**src/vrt_pkg.sv**
```systemverilog
`timescale 1ns / 1ps

package vrt_pkg;

   // Grid geometry. Every index, row and store width follows from MAX_DIM.
   localparam int MAX_DIM = 32;
   localparam int CW      = $clog2(MAX_DIM);
   localparam int RW      = 2 * CW;
   localparam int ROWS    = MAX_DIM * MAX_DIM;
   localparam int DIM_W   = $clog2(MAX_DIM + 1);

   // Field widths and fixed-point formats.
   localparam int GRID_W     = 6;
   localparam int CS_W       = 8;
   localparam int VOX_W      = 5;
   localparam int COORD_W    = 23;
   localparam int COORD_FRAC = 8;
   localparam int DIR_W      = 16;
   localparam int DIR_FRAC   = 14;
   localparam int CELL_W     = 16;
   localparam int NUM_W      = 26;
   localparam int UNIT_W     = CS_W + COORD_FRAC;
   localparam int T_W        = 48;
   localparam int PROD_W     = T_W + DIR_W;

   // Serial divider sizing.
   localparam int DIV_W     = 40;
   localparam int DIVISOR_W = 16;
   localparam int DCNT_W    = $clog2(DIV_W + 1);

   localparam logic signed [T_W-1:0]    T_MAX = {1'b0, {(T_W - 1){1'b1}}};
   localparam logic signed [PROD_W-1:0] C_MAX = PROD_W'(64'sd4194303);
   localparam logic signed [PROD_W-1:0] C_MIN = -PROD_W'(64'sd4194304);

   // Operation codes.
   localparam logic OP_WRITE = 1'b0;
   localparam logic OP_CAST  = 1'b1;

   // Register indexes.
   localparam logic [1:0] CSR_CELL_SIZE = 2'd0;
   localparam logic [1:0] CSR_GRID_X    = 2'd1;
   localparam logic [1:0] CSR_GRID_Y    = 2'd2;
   localparam logic [1:0] CSR_GRID_Z    = 2'd3;

   localparam logic [1:0] AXIS_LAST = 2'd2;

   typedef enum logic [3:0] {
      ST_IDLE,
      ST_WR_READ,
      ST_WR_MERGE,
      ST_DIV_LOAD,
      ST_DIV_RUN,
      ST_NUM,
      ST_WALK,
      ST_FETCH,
      ST_PROBE,
      ST_MUL,
      ST_SUM,
      ST_DONE
   } state_type;

   typedef enum logic [1:0] {
      PH_CELL,
      PH_TN,
      PH_TD
   } phase_type;

   // One access to the occupancy store: a row of MAX_DIM cells along z.
   typedef struct packed {
      logic          rd;
      logic          wr;
      logic [RW-1:0] row;
   } store_req_type;

   // Grid size clipped to the store's extent.
   function automatic logic [DIM_W-1:0] eff_dim(input logic [GRID_W-1:0] g);
      if (int'(g) > MAX_DIM) begin
         return DIM_W'(MAX_DIM);
      end
      return DIM_W'(g);
   endfunction

   // A cell index lies inside the configured grid along one axis.
   function automatic logic cell_inside(input logic signed [CELL_W-1:0] c,
                                        input logic [DIM_W-1:0] d);
      return !c[CELL_W-1] && (c[CELL_W-2:0] < (CELL_W - 1)'(d));
   endfunction

endpackage

```
**src/vrt_divider.sv**
```systemverilog
`timescale 1ns / 1ps

module vrt_divider import vrt_pkg::*; (
   input  logic                 clock,
   input  logic                 reset,
   input  logic                 start,
   input  logic [DIV_W-1:0]     dividend,
   input  logic [DIVISOR_W-1:0] divisor,
   output logic                 done,
   output logic [DIV_W-1:0]     quotient
);

   logic                 busy_ff;
   logic                 done_ff;
   logic [DCNT_W-1:0]    cnt_ff;
   logic [DIV_W-1:0]     quo_ff;
   logic [DIVISOR_W-1:0] rem_ff;
   logic [DIVISOR_W-1:0] dvs_ff;
   logic [DIVISOR_W:0]   shifted;
   logic [DIVISOR_W:0]   diff;

   // One restoring step: bring down the next dividend bit and try a subtract.
   assign shifted = {rem_ff, quo_ff[DIV_W-1]};
   assign diff    = shifted - {1'b0, dvs_ff};

   // Control: one quotient bit per cycle, a done beat after the last one.
   always_ff @(posedge clock) begin
      if (reset) begin
         busy_ff <= 1'b0;
         done_ff <= 1'b0;
         cnt_ff  <= '0;
      end else begin
         done_ff <= 1'b0;
         if (start) begin
            busy_ff <= 1'b1;
            cnt_ff  <= DCNT_W'(DIV_W);
         end else if (busy_ff) begin
            cnt_ff <= cnt_ff - 1'b1;
            if (cnt_ff == DCNT_W'(1)) begin
               busy_ff <= 1'b0;
               done_ff <= 1'b1;
            end
         end
      end
   end

   // Datapath: partial remainder and quotient shift register.
   always_ff @(posedge clock) begin
      if (start) begin
         quo_ff <= dividend;
         rem_ff <= '0;
         dvs_ff <= divisor;
      end else if (busy_ff) begin
         if (!diff[DIVISOR_W]) begin
            rem_ff <= diff[DIVISOR_W-1:0];
            quo_ff <= {quo_ff[DIV_W-2:0], 1'b1};
         end else begin
            rem_ff <= shifted[DIVISOR_W-1:0];
            quo_ff <= {quo_ff[DIV_W-2:0], 1'b0};
         end
      end
   end

   assign done     = done_ff;
   assign quotient = quo_ff;

endmodule

```
**config.mk**
```make
export PLATFORM = sky130hd
export DESIGN_NAME = vrt_divider
export DESIGN_NICKNAME = d
export VERILOG_FILES = /design/src/vrt_pkg.sv /design/src/vrt_divider.sv
export SDC_FILE = /design/constraint.sdc
export NUM_CORES = 1
export LEC_CHECK = 0
export BUFFER_PORTS_ARGS = -buffer_cell sky130_fd_sc_hd__buf_2
export CAP_MARGIN = 30
export CORE_ASPECT_RATIO = 0.9
export CORE_MARGIN = 3
export CORE_UTILIZATION = 52
export CTS_CLUSTER_DIAMETER = 150
export DETAILED_ROUTE_END_ITERATION = 6
export GPL_ROUTABILITY_DRIVEN = 1
export HOLD_SLACK_MARGIN = 0.06
export PLACE_DENSITY = 0.78
export SETUP_SLACK_MARGIN = 0.2
export SYNTH_ARGS = -nofsm -noshare
export SYNTH_HDL_FRONTEND = slang
export SYNTH_SLANG_ARGS = --single-unit
```
**constraint.sdc**
```tcl
create_clock -name clock -period 2.7 [get_ports clock]
set_clock_uncertainty 0.15 [all_clocks]
set_input_delay 0.27 -clock clock [delete_from_list [all_inputs] [get_ports clock]]
set_output_delay 0.27 -clock clock [all_outputs]
set_load 0.1 [all_outputs]
```
[Yosys cells after proc, flatten, opt, wreduce, memory -nomap -nowiden]
Index checks and enable logic that the tools add are counted.
Storage, ports and cells
  word-level logic and storage cells: 24
  flip-flop bits (word level): 80
  output and inout port bits: 41
Operators by class
  $add $sub $neg: 2
  reductions and logical operators: 3
  equality and inequality tests: 1
  muxes and demuxes: 10
  bitwise operators: 1
Operators with widths (count)
  2-to-1 mux 40 bit: 2
  subtractor 17 x 16 -> 17 bit: 1
  2-to-1 mux 16 bit: 1
  2-to-1 mux 6 bit: 2
  equality test 6 x 1 -> 1 bit, second input constant: 1
  subtractor 6 x 1 -> 6 bit, second input constant: 1
  2-to-1 mux 1 bit: 5
  OR reduction 3 bit: 1
  nonzero test 2 bit: 1
  OR reduction 2 bit: 1
  NOT 1 bit: 1

[Longest topological paths before layout]
Gate-level depths: netlist of the first run.
  depth in word-level cells: 4
  mapped depth: 12
  gate-level depth less buffers: 10

[Least setup slack after synthesis of the first run]
OpenSTA, ideal clock, no wires.
  path kind: register -> register
  from: register quo_ff[39] (netlist: quotient[39])
  to: register rem_ff[10]
  setup time: 0.135 ns
  stages on the path, launching flop included: 13
  slack: -0.563 ns
  path buffers: 2
  data arrival time: 2.978 ns
  required time: 2.415 ns
  cells stage by stage: edfxtp_1 -> inv_1 -> ha_1 -> fa_1 -> nand2b_1 -> a21oi_1 -> o211a_1 -> o311ai_1 -> o211ai_1 -> buf_6 -> buf_12 -> mux2i_1 -> a211oi_1
Between the ends
  cells in the longest elaborated chain, start to end: 2
RTL lines
  start, declared: line vrt_divider.sv:16  | logic [DIV_W-1:0] quo_ff;
  start signal, assigned: line vrt_divider.sv:50  | quo_ff <= dividend;
  start signal, assigned: line vrt_divider.sv:56  | quo_ff <= {quo_ff[DIV_W-2:0], 1'b1};
  start signal, assigned: line vrt_divider.sv:59  | quo_ff <= {quo_ff[DIV_W-2:0], 1'b0};
  subtractor 17 x 16 -> 17 bit: line vrt_divider.sv:24  | assign diff = shifted - {1'b0, dvs_ff};
  2-to-1 mux 16 bit: line vrt_divider.sv:54  | if (!diff[DIVISOR_W]) begin
  end signal, assigned: line vrt_divider.sv:55  | rem_ff <= diff[DIVISOR_W-1:0];
  end signal, assigned: line vrt_divider.sv:58  | rem_ff <= shifted[DIVISOR_W-1:0];
  end, declared: line vrt_divider.sv:17  | logic [DIVISOR_W-1:0] rem_ff;
No other way between the ends.
A chain may end at the register's enable or synchronous reset.

[Final worst setup path of the first run]
  from: register dvs_ff[0]
  to: register rem_ff[3]
Between the ends
  cells in the longest elaborated chain, start to end: 2
RTL lines
  start, declared: line vrt_divider.sv:18  | logic [DIVISOR_W-1:0] dvs_ff;
  start signal, assigned: line vrt_divider.sv:52  | dvs_ff <= divisor;
  subtractor 17 x 16 -> 17 bit: line vrt_divider.sv:24
  2-to-1 mux 16 bit: line vrt_divider.sv:54
No other way between the ends.

==> results of run 1 <==
-- layer usage --
layer / global-route usage, % / share of wire (%)
met4: 9.90 / 2.5
met1: 27.7 / 42
met3: 6.25 / 3.7
met5: 0 / 0
met2: 38.2 / 52
-- cells in the final DEF (no fill, tap or decap), drive strengths merged, types with 2 or more instances in the layout --
cell type	instances
xnor2	9
nor4	3
a21boi	2
o21ai	12
xor2	10
edfxtp	56
dlygate4sd3	49
inv	25
nand2	17
a21o	3
nor3b	2
clkbuf	10
a211oi	13
nor2	25
nand3	2
a21oi	21
ha	18
and2	3
nor3	10
dfxtp	24
mux2	39
nand2b	7
buf	113
mux2i	15
o211ai	4
-- Yosys cell counts, types with 2 or more instances --
master    instances  area [um2]
a21oi_2           2        17.5
dfxtp_1          24         480
nor3_1           10        50.1
o211ai_1          4        30.0
a21oi_1          19        95.1
inv_1            21        78.8
a21o_1            3        22.5
nor4_1            3        18.8
and2_1            2        12.5
nor2_1           25        93.8
nor3b_1           2        15.0
clkbuf_8          2        27.5
nand2b_1          7        43.8
nand3_1           2        10.0
buf_6             3        33.8
o21ai_0          11        55.1
a21boi_0          2        15.0
edfxtp_1         56        1680
xor2_1           10        87.6
nand2_1          17        63.8
ha_1             18         225
clkbuf_1          7        26.3
mux2_2           39         439
mux2i_1          15         150
a211oi_1         13        97.6
xnor2_1           9        78.8
-- registers in the layout, indices dropped and copies added, names as in the netlist --
name / count
quotient: 40
rem_ff: 16
cnt_ff: 6
busy_ff: 1
dvs_ff: 16
done: 1
-- power breakdown --
part | internal, mW | switching [mW]
sequential | 1.45 | 0.0727
clock | 0.402 | 0.491
combinational | 0.394 | 0.832
-- cell families after synthesis --
kind of cell             Yosys count
XOR/XNOR                          19
AND/OR/NAND/NOR                   75
flip-flops                        80
multiplexers                      54
AO/OA/AOI/OAI                     63
adder cells (fa/ha/maj)           19
buffers and inverters             36
-- final cells by class --
class                           count  area, um2
Timing Repair Buffer              162       1120
Fill cell                         504       2030
Tap cell                           96        120
Inverter                           21       78.8
Clock buffer                       10        149
Multi-Input combinational cell    230       1920
Clock inverter                      6       47.5
Sequential cell                    80       2160
-- worst reg2reg max path, delay by kind of cell, from the launching register on --
kind            cells  cell delay [ns]
fa+ha+maj           2             0.53
mux                 1             0.26
compound gates      5             0.73
buf+inv             1             0.26
simple gates        1             0.16
flops               1             0.43
-- through the flow --
step	setup WS (ns)	setup TNS, ns	area, um2	total power [mW]
final	0.0568	0	5590	3.64
after global routing	-0.0558	-0.145	5590	3.80
after CTS	0.121	0	5400	3.59
after detailed placement	0.0881	0	4720	2.64
after global placement	0.204	0	4720	2.61
after floorplan	-0.407	-5.71	4140	2.43
-- how the worst max path moves through the flow --
stage                  to  slack (ns)    startpoint
2_1_floorplan  rem_ff[10]       -0.41  quotient[39]
3_3_place_gp    rem_ff[5]        0.20    dvs_ff[13]
3_5_place_dp    rem_ff[2]        0.09  quotient[39]
4_1_cts         rem_ff[3]        0.12  quotient[39]
5_1_grt         rem_ff[3]       -0.06  quotient[39]
6_report        rem_ff[3]        0.06     dvs_ff[0]
-- timing repair --
action / CTS / global route
hold endpoints to repair: 49 / 7
pin swaps: 9 / 9
hold buffers: 42 / 7
endpoints found under the setup margin: 17 / 17
setup buffers: 2 / 4
gates resized for setup: 6 / 16
==> flow_summary.json, run 1 <==
{
  "status": "finished, final reports clean",
  "crit_cells": 10,
  "synth_seq_cells": 80,
  "htreeDepth": 3,
  "syn_inst": 346,
  "fin_crit_sh_pct": 97.9,
  "cp_max_fo": 8,
  "cts_buffer_depth": 2,
  "dpl.cell_count": 534,
  "antenna_found_initial": 0,
  "final_max_slew_viol_count": 0,
  "cts_tree": "built",
  "viasPerCell": 5.35,
  "grt_start_max_net_pins": 44,
  "synth-compound-area-share_pct": 9.88,
  "r2r_setup_slack_ns": 0.06,
  "globalplace.congestion": 0.872,
  "drive_above_1_share_pct": 38.3,
  "wl_per_cell_um": 16.9,
  "drc": 0,
  "chipWidth_um": 99.9,
  "min_period_ns": 2.64,
  "reg2reg_from": "dvs_ff[0]",
  "row_count": 30,
  "synth_top_family_by_area": "multiplexers",
  "synth-warning-count": 0,
  "cts_sinks": 80,
  "yosysUniqueCellTypes": 46,
  "hp-class": "input port to register",
  "synthFlopType": "edfxtp_1",
  "drt_pass1_iterations": 4,
  "yosys.area_share.simple_pct": 8.61,
  "fp.coreArea_um2": 7620,
  "start_util_pct": 54.2,
  "seq_area_frac_synth_pct": 52.4,
  "worstPathRequired_ns": 2.79,
  "cts_buffers": 9,
  "maxCapViolCount": 0,
  "whs_path_depth": 2,
  "ant_nets": 0,
  "setup_viol": 0,
  "io_pins": 100,
  "final_cells": 605,
  "crit_family": "compound AO/OA/AOI/OAI gates",
  "r2r_cells": 10,
  "endpoint_kind": "register",
  "nets": 582,
  "rsz0062_at_grt": "true",
  "die-area_um2": 9040,
  "grt_usage_pct": 22.9,
  "ys_async_sr_fraction_pct": 0,
  "syn-num-nets": 424,
  "fp.dieH_um": 90.5,
  "cp.arrival_ns": 2.73,
  "synth-xor-area-share_pct": 4.03,
  "portBuffers": 99,
  "crit_path_start_kind": "register",
  "max_freq_mhz": 378,
  "worst_pin_slew_ns": 0.512,
  "cp_num_buf_inv": 1,
  "cts.clk_slew.worst_paths_ns": 0.09,
  "grt_first_pass_wirelength_mm": 16.2,
  "rr_endpoint": "rem_ff[3]",
  "hold_end": "quotient[4]",
  "power_density_nw_per_um2": 650,
  "dp_hpwl_mm": 6.49,
  "synth_adder_area_share_pct": 5.94,
  "routed_wl_mm": 10.2,
  "antenna_cells": 0,
  "grt_pass1_vias": 3250,
  "vdd_drop_max_mv": 0.573,
  "synth_mux_area_share_pct": 14.3,
  "avgSynthCellArea_um2": 11.9,
  "whs_ns": 0.0741,
  "clock_latency_ns": 0.36,
  "synth_edf_count": 56,
  "synth_area_um2": 4130,
  "worstHoldStart": "dividend[4]",
  "root_buffer": "clkbuf_8",
  "drt_iter0_drc": 189,
  "max_stage_delay_ns": 0.43,
  "critPathSlowestCell": "edfxtp_1",
  "vias": 3234,
  "slew_headroom_pct": 66.1,
  "grt_overflow": 0,
  "crit_type": "register to register",
  "crit_chain": "ha_4, fa_2, nand2b_4, a21oi_4, o211a_1, o311ai_2, o211ai_1, buf_4, mux2i_1, a211oi_2",
  "p_leak_nw": 2.41,
  "post-route-util_pct": 73.4,
  "hold_viol": 0,
  "syn2layout_area_growth_pct": 35.5
}
Power figures use the tool's default switching activity.
==> inputs of run 2 (changes only) <==
--- a/config.mk
+++ b/config.mk
@@ -9,12 +9,12 @@
 export CAP_MARGIN = 30
 export CORE_ASPECT_RATIO = 0.9
 export CORE_MARGIN = 3
-export CORE_UTILIZATION = 52
+export CORE_UTILIZATION = 35
+export CTS_BUF_LIST = sky130_fd_sc_hd__clkbuf_4 sky130_fd_sc_hd__clkbuf_8 sky130_fd_sc_hd__clkbuf_16
 export CTS_CLUSTER_DIAMETER = 150
 export DETAILED_ROUTE_END_ITERATION = 6
 export GPL_ROUTABILITY_DRIVEN = 1
 export HOLD_SLACK_MARGIN = 0.06
-export PLACE_DENSITY = 0.78
 export SETUP_SLACK_MARGIN = 0.2
 export SYNTH_ARGS = -nofsm -noshare
 export SYNTH_HDL_FRONTEND = slang
==> run 2 against run 1 <==
Non-clock buffer count shrank 28; highest routed layer unchanged; global-route usage shrank 9.1 points; sequential power hardly changed; largest power group unchanged; first-iteration DRC count increased by 26%.
==> flow_summary.json, run 2 (synthesized netlist as in run 1, its figures left out) <==
{
  "status": "finished, final reports clean",
  "max_freq_mhz": 393,
  "row_count": 36,
  "cts_buffers": 9,
  "power_density_nw_per_um2": 744,
  "worst_pin_slew_ns": 0.502,
  "cp_max_fo": 8,
  "fp.dieH_um": 109,
  "final_max_slew_viol_count": 0,
  "chipWidth_um": 120,
  "nets": 554,
  "crit_type": "register to register",
  "max_stage_delay_ns": 0.42,
  "rr_endpoint": "rem_ff[5]",
  "setup_viol": 0,
  "layout_common_cells": "buf_2 (98), edfxtp_1 (56), mux2_2 (39)",
  "largest_reg_flops": 40,
  "root_buffer": "clkbuf_16",
  "crit_path_start_kind": "register",
  "fp.coreArea_um2": 11200,
  "r2r_cells": 10,
  "grt_start_max_net_pins": 40,
  "routed_wl_mm": 9.32,
  "clock_latency_ns": 0.33,
  "crit_chain": "ha_4, fa_2, nand2b_4, a21oi_4, o211a_1, o311ai_2, o211ai_1, buf_4, mux2i_1, a211oi_1",
  "worstSetupStartpoint": "dvs_ff[0]",
  "cp.arrival_ns": 2.59,
  "io_pins": 100,
  "drt_pass1_iterations": 4,
  "cts.clk_slew.worst_paths_ns": 0.06,
  "cts_tree": "built",
  "drive_above_1_share_pct": 41.8,
  "p_leak_nw": 2.38,
  "antenna_cells": 0,
  "worstPathRequired_ns": 2.74,
  "wl_per_cell_um": 14.7,
  "vdd_drop_max_mv": 0.364,
  "antenna_found_initial": 0,
  "drc": 0,
  "fin_crit_sh_pct": 94.1,
  "hp-class": "input port to register",
  "setup-tns-final_ns": 0,
  "endpoint_kind": "register",
  "min_period_ns": 2.54,
  "reg2reg_from": "dvs_ff[0]",
  "critPathSlowestCell": "edfxtp_1",
  "r2r_setup_slack_ns": 0.16,
  "whs_ns": 0.0848,
  "viasPerCell": 4.82,
  "portBuffers": 99,
  "syn2layout_area_growth_pct": 34.8,
  "dp_hpwl_mm": 6.54,
  "maxCapViolCount": 0,
  "globalplace.congestion": 0.801,
  "grt_overflow": 0,
  "rsz0062_at_grt": "true",
  "start_util_pct": 36.9,
  "grt_usage_pct": 13.8,
  "crit_end": "rem_ff[5]",
  "grt_first_pass_wirelength_mm": 14.4,
  "final_common_cell": "buf_2",
  "htreeDepth": 3,
  "die-area_um2": 13100,
  "grt_pass1_vias": 2904,
  "drt_iter0_drc": 239,
  "slew_headroom_pct": 66.5,
  "hold_viol": 0,
  "ant_nets": 0,
  "cts_buffer_depth": 2,
  "vias": 3048,
  "cts_sinks": 80
}
## run 2: what timing repair did
action | in CTS | in global routing
setup endpoints to repair | 17 | 17
pin swaps | 8 | 10
resized for setup | 14 | 11
hold buffers | 17 | 0
gates cloned | 0 | 0
endpoints found under the hold margin | 23 | 0
setup buffers | 6 | 4
## run 2: layer usage
layer  GRT usage [%]  vias up  share of wire [%]
met2            22.4       62                 51
met5               0        -                  0
li1                -     1523                  -
met3            3.06        8                3.9
met1            18.8     1455                 45
met4            3.88        0               0.79
## run 2: cell type report
cell class	count	area, um2
fillers	1034	5610
flip-flops and latches	80	2160
multi-input cells	230	1960
repair buffers	134	828
clock buffers	10	233
well taps	152	190
clock inverters	6	115
inverters	21	78.8
## run 2: where the power goes
part / internal [mW] / switching [mW]
Clock: 0.921 / 0.502
Combinational: 0.384 / 0.816
Sequential: 1.45 / 0.0685
## run 2: how the worst min path moves through the flow
stage                 start           end  slack (ns)  depth (start not counted)
3_5_place_dp     divisor[6]     dvs_ff[6]        0.30                          1
2_1_floorplan    divisor[0]     dvs_ff[0]        0.22                          0
3_3_place_gp    divisor[11]    dvs_ff[11]        0.30                          1
4_1_cts        dividend[24]  quotient[24]        0.07                          2
5_1_grt        dividend[13]  quotient[13]        0.08                          2
6_report        dividend[0]   quotient[0]        0.08                          3
## run 2: metrics by stage
| stage | utilization [%] | power [mW] | instances | cell area (um2) | setup WS [ns] |
|---|---|---|---|---|---|
| after floorplan | - | 2.43 | 346 | 4140 | -0.407 |
| after global placement | 42.8 | 2.62 | 590 | 4780 | 0.176 |
| after detailed placement | 42.8 | 2.63 | 590 | 4780 | 0.122 |
| after CTS | 48.8 | 4.14 | 629 | 5450 | 0.147 |
| after global routing | 49.8 | 4.32 | 633 | 5560 | 0.0227 |
| final | 49.8 | 4.14 | 633 | 5560 | 0.158 |
## run 2: worst max-delay path: cells and delay by family, from the launching register on
family	cells	cell delay, ns
adders and majority gates	2	0.53
AOI/OAI and AO/OA	5	0.67
DFF	1	0.42
muxes	1	0.23
and+or+nand+nor	1	0.16
buffers and inverters	1	0.26
